<file path="config.mk">
export PLATFORM = sky130hd
export DESIGN_NAME = dts_stack
export DESIGN_NICKNAME = d
export VERILOG_FILES = /design/src/hdl/dfs_topological_sort_macros.svh /design/src/hdl/dts_pkg.sv /design/src/hdl/dts_stack.sv
export SDC_FILE = /design/constraint.sdc
export NUM_CORES = 1
export LEC_CHECK = 0
export BUFFER_PORTS_ARGS = -buffer_cell sky130_fd_sc_hd__buf_4
export CAP_MARGIN = 5
export CORE_ASPECT_RATIO = 2
export CORE_MARGIN = 1
export CORE_UTILIZATION = 37
export CTS_BUF_LIST = sky130_fd_sc_hd__clkbuf_8 sky130_fd_sc_hd__clkbuf_16
export DETAILED_ROUTE_END_ITERATION = 8
export RECOVER_POWER = 50
export SYNTH_ARGS = -nofsm -noshare
export SYNTH_HDL_FRONTEND = slang
export SYNTH_SLANG_ARGS = --single-unit
</file>
<file path="constraint.sdc">
create_clock -name clk -period 5.75 [get_ports clk]
set_clock_uncertainty 0.2 [all_clocks]
set_input_delay 0.8625 -clock clk [delete_from_list [all_inputs] [get_ports clk]]
set_output_delay 0.8625 -clock clk [all_outputs]
set_load 0.1 [all_outputs]
</file>
<file path="src/hdl/dfs_topological_sort_macros.svh">
// ----------------------------------------------------------------------------
// dfs_topological_sort_macros.svh
// Assertion helpers shared by the topological sort RTL.
// ----------------------------------------------------------------------------
`ifndef DFS_TOPOLOGICAL_SORT_MACROS_SVH
`define DFS_TOPOLOGICAL_SORT_MACROS_SVH

// same-cycle implication, masked during reset
`define DTS_ASSERT_IMPL(label, clk, rst, ante, cons, msg) \
  label: assert property (@(posedge clk) disable iff (rst) (ante) |-> (cons)) else $error(msg);

// next-cycle implication, masked during reset
`define DTS_ASSERT_NEXT(label, clk, rst, ante, cons, msg) \
  label: assert property (@(posedge clk) disable iff (rst) (ante) |=> (cons)) else $error(msg);

`endif

</file>
<file path="src/hdl/dts_pkg.sv">
// ----------------------------------------------------------------------------
// dts_pkg
// Types and codes shared by the depth-first topological sort block.
// ----------------------------------------------------------------------------
package dts_pkg;

  localparam logic [1:0] OP_CLEAR = 2'd0;
  localparam logic [1:0] OP_ADD   = 2'd1;
  localparam logic [1:0] OP_SORT  = 2'd2;
  localparam logic [1:0] OP_READ  = 2'd3;

  localparam logic [1:0] STATUS_OK    = 2'd0;
  localparam logic [1:0] STATUS_BAD   = 2'd1;
  localparam logic [1:0] STATUS_CYCLE = 2'd2;

  localparam logic [1:0] COLOR_WHITE = 2'd0;
  localparam logic [1:0] COLOR_GRAY  = 2'd1;
  localparam logic [1:0] COLOR_BLACK = 2'd2;

  typedef enum logic [3:0] {
    ST_CLEAR,
    ST_IDLE,
    ST_ADD,
    ST_CINIT,
    ST_ROOT,
    ST_ROOTW,
    ST_SCAN,
    ST_CHK,
    ST_POPW,
    ST_READ
  } dts_state_t;

  typedef struct packed {
    logic wr;
    logic rd;
  } stack_ctl_t;

endpackage

</file>
<file path="src/hdl/dts_stack.sv">
// ----------------------------------------------------------------------------
// dts_stack
// Walk stack storage: saved vertex and neighbor cursor per depth level.
// ----------------------------------------------------------------------------
module dts_stack #(
  parameter int DEPTH = 64
) (
  input  logic                       clk,
  input  dts_pkg::stack_ctl_t        ctl,
  input  logic [$clog2(DEPTH)-1:0]   addr,
  input  logic [$clog2(DEPTH)-1:0]   wvert,
  input  logic [$clog2(DEPTH+1)-1:0] wcur,
  output logic [$clog2(DEPTH)-1:0]   rvert,
  output logic [$clog2(DEPTH+1)-1:0] rcur
);
  localparam int IW = $clog2(DEPTH);
  localparam int CW = $clog2(DEPTH + 1);

  logic [IW+CW-1:0] mem [DEPTH];

  always_ff @(posedge clk) begin
    if (ctl.wr) begin
      mem[addr] <= {wvert, wcur};
    end
    if (ctl.rd) begin
      {rvert, rcur} <= mem[addr];
    end
  end
endmodule

</file>
==> metrics.txt <==
Max Cap Viol=13; fillers=~7,800; Starting Density=0.3730; post-CTS sizing=0; R2R cell count=5; class of the worst hold path=reg -> reg; Tcrit/Tclk final=0.7621; ranking of synthesized cells by area=edfxtp_1 (76%), mux4_2 (3.4%), mux2i_1 (2.3%), a221oi_1 (2.0%), a22oi_1 (1.6%); Vias/cell=~5.9; kind of critical path=in -> reg; failing checks=max-capacitance violations, max-slew violations; layout cell share with drive strength beyond 1=0.1682; Max-slew headroom=-1.389; hold_ws=0.5545 ns; Initial DRC Count=2,086; # port buffers=34; fin crit period=between 4 and 5 ns; CTS max path bufs=3; Register Area=about 25,000 um2; number of synthesized flops with an enable pin=845; syn nets=1,886; Vias=18,710; Final #Nets=1,966; WP data arrival=4.55 ns; worst-skew pair later-pin latency=0.63 ns; Crit Path Max Fanout=between 80 and 90; setup TNS=0 ns; Setup-failing EPs final=0; global-route wire length before repair=about 140,000 um; RSZ-0062 raised after global routing=no; top cell type's share of synthesized area=0.7643; FF+latch count, synth=845; Tightest Pin Transition=3.584 ns; Detail Placement HPWL=64,460 um; Clock Root Buffer=clkbuf_16; final hold vios=0; total track usage=0.2231; largest net degree at the start of global routing=91; core area=roughly 89,000 um2; synth warn=0; initial antenna violation count=4; hold depth=3; wire length per cell=31.64 um; Final ANT Viol Nets=0; IO Pins=35; DRC=0; CTS tree=done; final WL=100,400 um; Mapped Cells=1,864; largest area contributor in the netlist=edfxtp_1; Area Growth Syn to Fin=11.90%; # Post-CTS Setup Buffers=0; number of H-tree levels=3; DR pass1 iterations=5; Final Max Slew Viols=845; Startpoint Class=input port; GR Overflow Total=0; Post-Syn Area per Cell=17.81 um2; Chip Width=~210 um; Worst-path clk slew=0.08 ns; crit end category=register; Die H=425.6 um; vias in the first global route=between 15,000 and 20,000; asr flop ratio synth=0; placer's final routability congestion estimate=0.9371; Hold Buf Count CTS=0; top-count cell post-synth=edfxtp_1; Critical Path RT=about 5.9 ns; Power Total=12.20 mW; Max Clock Freq=between 0.2 and 0.25 GHz; die area=91,010 um2; pwr dens=328.2 nW/um2; Netlist cell types=69; register area share after synthesis=0.7643; most frequent cells after synthesis=edfxtp_1 (845), nor2_1 (85), mux2i_1 (77); Leakage=11.57 nW; area of the multi-input gates=around 7100 um2; cell row count=155; peak supply drop=0.1818 mV; Netlist Area Pre-Place=33,200 um2; CTS sink cnt=between 800 and 900; status=complete, but fails checks; main flop type after synthesis=edfxtp_1; total CTS buffers=66
routing by layer:
layer / up-vias / track usage / wire [um] / share of wire
li1: 7845 / - / - / -
met1: 9764 / 0.2333 / 32650 / 0.33
met2: 823 / 0.3877 / 51920 / 0.52
met3: 269 / 0.04053 / 6661 / 0.066
met4: 4 / 0.1799 / 9114 / 0.091
met5: - / 0 / 21 / 0.00021
sequential cells by signal, indices dropped and copies added, names as in the netlist:
register / flops
mem: 832
rcur: 7
rvert: 6
critical path, stage by stage:
cell and delay, ns:
buf_6 0.55, inv_2 0.56, buf_4 0.38, a32o_1 0.28
a211oi_1 1.04, o22ai_1 0.22, or4_1 0.51
cell families after synthesis:
family / synth area share
muxes: 0.06934
AOI/OAI and AO/OA: 0.08932
DFF: 0.7643
and+or+nand+nor: 0.05355
buffers and inverters: 0.02352
power by group:
group	switching (mW)	leakage (nW)	total, mW	internal [mW]
Clock	2.17	1.03	4.53	2.36
Combinational	0.598	2.93	0.803	0.205
Sequential	0.0172	7.61	6.86	6.84
Total	2.78	11.6	12.2	9.41
placed cells by master (no fill, tap or decap), types with 10 or more instances in the layout:
master,Yosys,routed
a22oi_1,72,72
a221oi_1,75,75
and3_1,18,18
o221ai_1,11,11
mux4_2,50,50
nor3b_1,15,15
a221o_1,12,12
nor3_1,16,16
edfxtp_1,845,845
a31oi_1,10,10
or3b_2,12,12
nand2_1,45,45
mux2_2,31,31
clkbuf_1,35,20
inv_1,5,13
o21ai_0,35,35
o22ai_1,40,40
nor2_1,85,84
nand3_1,25,25
a21oi_1,36,36
mux2i_1,77,77
clkbuf_16,0,67
nand3b_1,39,39
a211oi_1,22,22
a32o_1,10,10
clkinv_1,0,15
buf_4,14,117
cell type report:
class	count	share of cell area
repair buffers	149	0.02991
diodes	3	0.0002021
flip-flops and latches	845	0.6830
clock buffers	67	0.04513
multi-input cells	874	0.1911
well taps	1177	0.03964
clock inverters	49	0.01027
inverters	8	0.0008082
path summary, 6_finish.rpt:
kind / end / slack, ns / from
setup / recovery: rcur[2] / 1.37 / addr[1]
hold / removal: rvert[2] / 0.55 / mem[62][9]
setup reg to reg: rcur[2] / 2.61 / mem[38][2]
hold reg to reg: rvert[2] / 0.55 / mem[62][9]
per-stage QoR:
step | setup slack [ns] | cell area [um2] | cells | utilization
final | 1.368 | 37150 | 3172 | 0.4174
after global routing | 1.455 | 37150 | 3170 | 0.4173
after CTS | 1.521 | 37220 | 3169 | 0.4181
after detailed placement | 0.8608 | 35160 | 3053 | 0.3950
after global placement | -0.08398 | 35100 | 3047 | 0.3944
after floorplan | 2.343 | 33200 | 1864 | -
Power figures use the tool's default switching activity.
